`config.mk`:
```
export PLATFORM = sky130hd
export DESIGN_NAME = dle_packet_deframer_unit
export DESIGN_NICKNAME = d
export VERILOG_FILES = /design/src/rtl/dle_pkg.sv /design/src/rtl/dle_parse.sv /design/src/rtl/dle_out_buf.sv /design/src/rtl/dle_packet_deframer_unit.sv
export SDC_FILE = /design/constraint.sdc
export NUM_CORES = 1
export LEC_CHECK = 0
export ABC_CLOCK_PERIOD_IN_PS = 5510
export BUFFER_PORTS_ARGS = -buffer_cell sky130_fd_sc_hd__buf_4
export CAP_MARGIN = 20
export CORE_ASPECT_RATIO = 1.25
export CORE_MARGIN = 5
export CORE_UTILIZATION = 59
export CTS_CLUSTER_DIAMETER = 40
export DETAILED_ROUTE_END_ITERATION = 12
export PLACE_DENSITY = 0.79
export SLEW_MARGIN = 20
export SYNTH_ARGS = -nofsm -noshare
export SYNTH_HDL_FRONTEND = slang
export SYNTH_SLANG_ARGS = --single-unit
export TNS_END_PERCENT = 100
```
`constraint.sdc`:
```
create_clock -name clock -period 5.51 [get_ports clock]
set_input_delay 1.102 -clock clock [delete_from_list [all_inputs] [get_ports clock]]
set_output_delay 1.102 -clock clock [all_outputs]
set_load 0.005 [all_outputs]
```
`src/rtl/dle_pkg.sv`:
```
package dle_pkg;

   // Framing control characters.
   localparam logic [7:0] DLE_CHAR = 8'h10;
   localparam logic [7:0] ETX_CHAR = 8'h03;

   // Verdict error codes.
   typedef enum logic [2:0] {
      ERR_OK    = 3'd0,
      ERR_START = 3'd1,
      ERR_STUFF = 3'd2,
      ERR_SUM   = 3'd3,
      ERR_TRAIL = 3'd4
   } err_type;

   // Result kinds carried on the response tuser bit.
   localparam logic KIND_PAYLOAD = 1'b0;
   localparam logic KIND_VERDICT = 1'b1;

   // One result beat, before packing onto the response channel.
   typedef struct packed {
      logic       kind;
      logic [7:0] payload_byte;
      logic [7:0] payload_index;
      logic [7:0] frame_id;
      logic [7:0] frame_size;
      logic       frame_good;
      err_type    error_code;
      logic       send_ack;
      logic       send_nak;
      logic       last_result;
   } result_type;

endpackage

```
`src/rtl/dle_parse.sv`:
```
module dle_parse import dle_pkg::*; (
   input  logic       clock,
   input  logic       reset,
   input  logic       reply_enable,
   input  logic       take,
   input  logic [7:0] in_byte,
   input  logic       final_byte,
   output logic       res_valid,
   output result_type res
);

   typedef enum logic [2:0] {
      PH_START,
      PH_ID,
      PH_SIZE,
      PH_DATA,
      PH_SUM,
      PH_TDLE,
      PH_TETX,
      PH_DONE
   } phase_type;

   phase_type  phase_ff, phase_in;
   logic       pending_ff, pending_in;
   logic [7:0] sum_ff, sum_in;
   logic [7:0] id_ff, id_in;
   logic [7:0] size_ff, size_in;
   logic [7:0] taken_ff, taken_in;
   err_type    err_ff, err_in;

   logic       emit;
   logic       field_done;
   logic [7:0] sum_neg;
   err_type    verdict_err;

   assign sum_neg = 8'(8'd0 - sum_ff);

   // Per-byte parse step: unstuffing, field capture and checks.
   always_comb begin
      phase_in   = phase_ff;
      pending_in = pending_ff;
      sum_in     = sum_ff;
      id_in      = id_ff;
      size_in    = size_ff;
      taken_in   = taken_ff;
      err_in     = err_ff;
      emit       = 1'b0;
      field_done = 1'b0;

      if (err_ff == ERR_OK) begin
         unique case (phase_ff)
            PH_START: begin
               if (in_byte == DLE_CHAR) phase_in = PH_ID;
               else err_in = ERR_START;
            end
            PH_ID, PH_SIZE, PH_DATA, PH_SUM: begin
               if (pending_ff) begin
                  // Second copy of a doubled DLE.
                  pending_in = 1'b0;
                  if (in_byte != DLE_CHAR) err_in = ERR_STUFF;
                  else if (phase_ff == PH_SUM && sum_neg != DLE_CHAR) err_in = ERR_SUM;
                  else field_done = 1'b1;
               end else begin
                  unique case (phase_ff)
                     PH_ID: begin
                        id_in  = in_byte;
                        sum_in = 8'(sum_ff + in_byte);
                     end
                     PH_SIZE: begin
                        size_in = in_byte;
                        sum_in  = 8'(sum_ff + in_byte);
                     end
                     PH_DATA: begin
                        emit     = 1'b1;
                        taken_in = 8'(taken_ff + 8'd1);
                        sum_in   = 8'(sum_ff + in_byte);
                     end
                     default: begin
                        if (in_byte != DLE_CHAR && sum_neg != in_byte) err_in = ERR_SUM;
                     end
                  endcase
                  if (!(phase_ff == PH_SUM && in_byte != DLE_CHAR && sum_neg != in_byte)) begin
                     if (in_byte == DLE_CHAR) pending_in = 1'b1;
                     else field_done = 1'b1;
                  end
               end
               // Advance once a field value is complete.
               if (field_done) begin
                  unique case (phase_ff)
                     PH_ID:   phase_in = PH_SIZE;
                     PH_SIZE: phase_in = (size_in == 8'd0) ? PH_SUM : PH_DATA;
                     PH_DATA: if (taken_in == size_in) phase_in = PH_SUM;
                     default: phase_in = PH_TDLE;
                  endcase
               end
            end
            PH_TDLE: begin
               if (in_byte == DLE_CHAR) phase_in = PH_TETX;
               else err_in = ERR_TRAIL;
            end
            PH_TETX: begin
               if (in_byte == ETX_CHAR) phase_in = PH_DONE;
               else err_in = ERR_TRAIL;
            end
            default: err_in = ERR_TRAIL;
         endcase
      end

      // The verdict treats an unfinished frame as a trailer error.
      verdict_err = err_in;
      if (err_in == ERR_OK && phase_in != PH_DONE) verdict_err = ERR_TRAIL;
   end

   // Result beat built from the same step.
   always_comb begin
      res           = '0;
      res_valid     = emit || final_byte;
      if (final_byte) begin
         res.kind        = KIND_VERDICT;
         res.frame_id    = id_in;
         res.frame_size  = size_in;
         res.frame_good  = (verdict_err == ERR_OK);
         res.error_code  = verdict_err;
         res.send_ack    = reply_enable && (verdict_err == ERR_OK);
         res.send_nak    = reply_enable && (verdict_err != ERR_OK);
         res.last_result = 1'b1;
      end else begin
         res.kind          = KIND_PAYLOAD;
         res.payload_byte  = in_byte;
         res.payload_index = taken_ff;
      end
   end

   // Frame state; the final byte returns it to its reset value.
   always_ff @(posedge clock) begin
      if (reset || (take && final_byte)) begin
         phase_ff   <= PH_START;
         pending_ff <= 1'b0;
         sum_ff     <= '0;
         id_ff      <= '0;
         size_ff    <= '0;
         taken_ff   <= '0;
         err_ff     <= ERR_OK;
      end else if (take) begin
         phase_ff   <= phase_in;
         pending_ff <= pending_in;
         sum_ff     <= sum_in;
         id_ff      <= id_in;
         size_ff    <= size_in;
         taken_ff   <= taken_in;
         err_ff     <= err_in;
      end
   end

endmodule

```
`src/rtl/dle_out_buf.sv`:
```
module dle_out_buf import dle_pkg::*; (
   input  logic       clock,
   input  logic       reset,
   input  logic       push,
   input  result_type push_data,
   output logic       full,
   output logic       out_valid,
   output result_type out_data,
   input  logic       out_ready
);

   logic       main_valid_ff;
   logic       skid_valid_ff;
   result_type main_ff;
   result_type skid_ff;
   logic       pop;

   assign pop       = main_valid_ff && out_ready;
   assign full      = skid_valid_ff;
   assign out_valid = main_valid_ff;
   assign out_data  = main_ff;

   // Valid flags: the skid entry fills only while the main entry is stalled.
   always_ff @(posedge clock) begin
      if (reset) begin
         main_valid_ff <= 1'b0;
         skid_valid_ff <= 1'b0;
      end else if (pop) begin
         main_valid_ff <= skid_valid_ff || push;
         skid_valid_ff <= 1'b0;
      end else if (push) begin
         main_valid_ff <= 1'b1;
         skid_valid_ff <= main_valid_ff;
      end
   end

   // Payload registers.
   always_ff @(posedge clock) begin
      if (pop) begin
         main_ff <= skid_valid_ff ? skid_ff : push_data;
      end else if (push && !main_valid_ff) begin
         main_ff <= push_data;
      end
      if (push && main_valid_ff && !pop) begin
         skid_ff <= push_data;
      end
   end

endmodule

```
`src/rtl/dle_packet_deframer_unit.sv`:
```
// Channel  Direction  Beat contents
// req_     in         tdata[7:0] in_byte, tlast final_byte
// rsp_     out        tdata: payload_byte, payload_index, frame_id, frame_size, frame_good,
//                     error_code, send_ack, send_nak; tuser kind; tlast last_result
// csr_     in         wdata reply_enable, written when wen is high
//
// One byte is parsed per cycle while req_tready is high, and each result is registered.
// The parse step is a single pass from the frame-state registers to the output register.
// A two-entry output buffer lets a new beat enter while a result waits; req_tready falls
// only when both entries hold results. Reset is synchronous and clears the frame state,
// the output buffer and reply_enable.
module dle_packet_deframer_unit import dle_pkg::*; (
   input  logic        clock,
   input  logic        reset,
   input  logic        req_tvalid,
   output logic        req_tready,
   input  logic [7:0]  req_tdata,   // [7:0] in_byte
   input  logic        req_tlast,
   output logic        rsp_tvalid,
   input  logic        rsp_tready,
   // [7:0] payload_byte, [15:8] payload_index, [23:16] frame_id, [31:24] frame_size,
   // [32] frame_good, [35:33] error_code, [36] send_ack, [37] send_nak, [39:38] zero
   output logic [39:0] rsp_tdata,
   output logic        rsp_tuser,   // [0] kind
   output logic        rsp_tlast,
   input  logic        csr_wen,
   input  logic        csr_wdata
);

   logic       reply_enable_ff;
   logic       take;
   logic       res_valid;
   logic       buf_full;
   result_type res;
   result_type out_res;

   assign req_tready = !buf_full;
   assign take       = req_tvalid && req_tready;

   // Configuration register.
   always_ff @(posedge clock) begin
      if (reset) begin
         reply_enable_ff <= 1'b0;
      end else if (csr_wen) begin
         reply_enable_ff <= csr_wdata;
      end
   end

   dle_parse u_parse (
      .clock        (clock),
      .reset        (reset),
      .reply_enable (reply_enable_ff),
      .take         (take),
      .in_byte      (req_tdata),
      .final_byte   (req_tlast),
      .res_valid    (res_valid),
      .res          (res)
   );

   dle_out_buf u_out_buf (
      .clock     (clock),
      .reset     (reset),
      .push      (take && res_valid),
      .push_data (res),
      .full      (buf_full),
      .out_valid (rsp_tvalid),
      .out_data  (out_res),
      .out_ready (rsp_tready)
   );

   // Pack the result beat.
   assign rsp_tdata = {2'b00, out_res.send_nak, out_res.send_ack, out_res.error_code,
                       out_res.frame_good, out_res.frame_size, out_res.frame_id,
                       out_res.payload_index, out_res.payload_byte};
   assign rsp_tuser = out_res.kind;
   assign rsp_tlast = out_res.last_result;

`ifndef SYNTHESIS
   // A verdict always closes the frame and a payload beat never does.
   assert property (@(posedge clock) disable iff (reset)
      rsp_tvalid |-> (rsp_tlast == rsp_tuser))
      else $error("verdict kind and last flag disagree");

   // A good verdict carries no error code and never asks for a NAK.
   assert property (@(posedge clock) disable iff (reset)
      (rsp_tvalid && rsp_tlast && rsp_tdata[32]) |->
         (out_res.error_code == ERR_OK && !rsp_tdata[37]))
      else $error("good verdict with error or NAK");

   // Replies are never requested both ways at once.
   assert property (@(posedge clock) disable iff (reset)
      rsp_tvalid |-> !(rsp_tdata[36] && rsp_tdata[37]))
      else $error("ACK and NAK both requested");

   // The buffer is full only after a push into a stalled output.
   assert property (@(posedge clock) disable iff (reset)
      $rose(buf_full) |-> $past(take && res_valid && rsp_tvalid && !rsp_tready))
      else $error("output buffer filled without a stalled push");
`endif

endmodule
```
==> impl_metrics.csv <==
group,metric,value,unit
status,status,"complete, no violations",
setup_path,reg2reg_slack,1670,ps
routing,vias_per_cell,6.03,
cts,cts_buffers,17,
setup_path,path_max_fanout,17,
timing,finalHoldViolCount,0,
timing,tightest_slew,1080,ps
setup_path,cp.arrival,3970,ps
routing,met3WireLength,935,um
cts,clockRootBuffer,"clkbuf_16",
timing,drv_slew,0,
setup_path,end_kind,"register",
yosys,syn_inst,623,
routing,final_antenna_net_count,0,
setup_path,r2r_cells,10,
yosys,ys_seq_area_share,51.8,%
setup_path,criticalPathCategory,"reg -> reg",
routing,drc,0,
cts,cts_setup_buffers,0,
placement,dp_hpwl,9710,um
final_layout,fin_nets,689,
final_layout,layout-drive-gt1-share,15.5,%
placement,place_area,6600,um^2
cts,postCtsHoldBufs,0,
cts,clock_path_buffers,2,
grt,grt_usage,24.4,%
grt,grt_pass1_vias,4738,
timing,slew_headroom,27.6,%
setup_path,r2r_end,"u_out_buf.out_data[1]",
routing,maxUsedRoutingLayer,"met4",
hold_path,min_path_cells,2,
grt,grt_max_degree,40,
yosys,syn_area,6140,um^2
timing,fin_crit,3840,ps
die,start_util,60.5,%
power,p_per_area,332,nW/um^2
yosys,async_flop_share,0,%
cts,cts.sinks,120,
routing,drt-met1-wl,6120,um
timing,rsz0062_at_grt,"no",
die,die_y,124,um
die,ios,59,
setup_path,regToRegStartpoint,"u_parse.phase_ff[1]",
grt,grt-ovfl-total,0,
yosys,synth_flop_cell,"edfxtp_1",
yosys,synth.avg_cell_area,9.86,um^2
power,max-vdd-ir-drop,0.000235,V
die,dieWidth,101,um
cts,cts_tree,"built",
hold_path,min_to,"u_parse.id_ff[3]",
cts,cts_resized,0,
routing,wl_per_cell,18.7,um
die,core,10200,um^2
setup_path,path_cells,"nor4b_2 > buf_4 > mux2i_1 > nand3_1 > o211ai_1 > a31oi_1 > o31a_1 > a211o_1 > nor4_4 > o31ai_1",
power,power_leakage,2.86,nW
timing,setup_tns,0,ps
routing,wl_met2,7480,um
setup_path,worstPathRequired,5640,ps
yosys,yosysWarnings,0,
final_layout,fin_cells,805,
placement,gp_congestion,0.886,
cts,cts_htree_levels,4,
setup_path,cpMaxStageDelayCell,"dfxtp_1",
timing,max_freq,260,MHz
routing,drtIter0Drc,405,
yosys,ys_seq_elements,120,
routing,vias,4852,
grt,grt_pass1_wl,23600,um
final_layout,num_antenna_cells,0,
die,core.rowCount,41,
placement,portBuffers,56,
yosys,synth_top_area_cell,"edfxtp_1",
routing,wirelength,15000,um
yosys,synth_top_cell_area_share,38.1,%
timing,fin_crit_sh,69.7,%
setup_path,critPathMaxStageDelay,620,ps
flow_run,drv_cap,0,
grt,antenna_found_initial,0,
hold_path,hold_path_class,"reg -> reg",
final_layout,design_area,7250,um^2
placement,dp.cells,772,
die,die_area,12600,um^2
yosys,ys_top_cells_by_area,"edfxtp_1, dfxtp_1, nand2_1",
timing,fin_skew,9.11,ps
timing,holdWs,501,ps
yosys,synth-edff-count,78,
cts,worstSkewPairLatency,420,ps
cts,path_clk_slew,50,ps
routing,dr.pass1.iters,5,
setup_path,worstSetupStartpointType,"register",
yosys,ys_types,61,
final_layout,syn_to_final_growth,18.0,%
hold_path,min_from,"u_parse.id_ff[3]",
timing,setup_viol,0,
[cell usage after synthesis (9+ instances only)]
library cell  number
a21oi_1           25
clkbuf_1          33
dfxtp_1           42
edfxtp_1          78
ha_1               9
inv_1             14
mux2i_1           32
nand2_1          113
nand3_1           20
nor2_1            71
nor2b_1           20
nor3_1            14
o31ai_1           14
xnor2_1           23
xor2_1            13
[final cells by class]
| class | count | area, um^2 |
|---|---|---|
| flip-flops and latches | 120 | 3180 |
| fillers | 746 | 2910 |
| multi-input cells | 449 | 2750 |
| repair buffers | 62 | 505 |
| clock buffers | 20 | 437 |
| well taps | 129 | 161 |
| clock inverters | 11 | 156 |
| inverters | 14 | 52.6 |
[stage by stage]
| step | setup WS (ps) | power [mW] | utilization [%] |
|---|---|---|---|
| after floorplan | 574 | 1.21 | - |
| after global placement | 1600 | 1.28 | 65.0 |
| after detailed placement | 1480 | 1.29 | 65.0 |
| after CTS | 1770 | 2.41 | 70.8 |
| after global routing | 1470 | 2.48 | 71.4 |
| final | 1670 | 2.41 | 71.4 |
[kinds of logic after synthesis]
kind of cell | synth area share (%)
AO/OA/AOI/OAI | 9.82
XOR/XNOR | 5.50
adder cells (fa/ha/maj) | 2.16
buffers and inverters | 3.75
flip-flops | 51.8
multiplexers | 5.58
other | 0.0611
AND/OR/NAND/NOR | 21.3
[worst max-delay path: cells and delay by family (launching register included)]
kind	cells	cell delay (ps)
AOI/OAI and AO/OA	5	1330
DFF	1	620
muxes	1	440
buffers and inverters	1	280
and+or+nand+nor	3	900
[worst max-delay path by stage]
stage | cells after the start | slack [ps] | start | end
2_1_floorplan | 4 | 570 | req_tvalid | u_out_buf.out_data[0]
3_3_place_gp | 10 | 1600 | req_tdata[1] | u_out_buf.out_data[1]
3_5_place_dp | 10 | 1480 | req_tdata[1] | u_out_buf.out_data[1]
4_1_cts | 10 | 1770 | u_parse.phase_ff[1] | u_out_buf.out_data[1]
5_1_grt | 10 | 1470 | u_parse.phase_ff[1] | u_out_buf.out_data[1]
6_report | 10 | 1670 | u_parse.phase_ff[1] | u_out_buf.out_data[1]
[power by group]
group | internal, mW | switching (mW) | total, mW
Clock | 0.746 | 0.377 | 1.12
Sequential | 0.990 | 0.0212 | 1.01
Combinational | 0.112 | 0.162 | 0.275
Total | 1.85 | 0.560 | 2.41
[registers in the layout, summed over array words and instances, names as in the netlist]
name	count
reply_enable_ff	1
u_parse.size_ff	8
u_parse.phase_ff	3
u_out_buf.out_data	39
u_out_buf.out_valid	1
u_parse.pending_ff	1
u_parse.taken_ff	8
u_out_buf.skid_ff	39
u_parse.sum_ff	8
u_out_buf.full	1
u_parse.id_ff	8
u_parse.err_ff	3
[metal layers]
layer,vias up,global-route usage (%)
met5,-,0
met4,0,11.7
met3,39,4.48
met2,207,41.5
met1,2336,29.8
li1,2270,-
[cell usage in the layout, fill, tap and decap left out, drive strengths merged, types with 23 or more instances in the layout]
cell type / synthesis / layout
edfxtp: 78 / 78
nand2: 114 / 114
nor2: 71 / 71
a21oi: 25 / 25
mux2i: 32 / 32
xnor2: 23 / 23
buf: 8 / 62
dfxtp: 42 / 42
No activity file was read; power rests on OpenSTA's default activity.
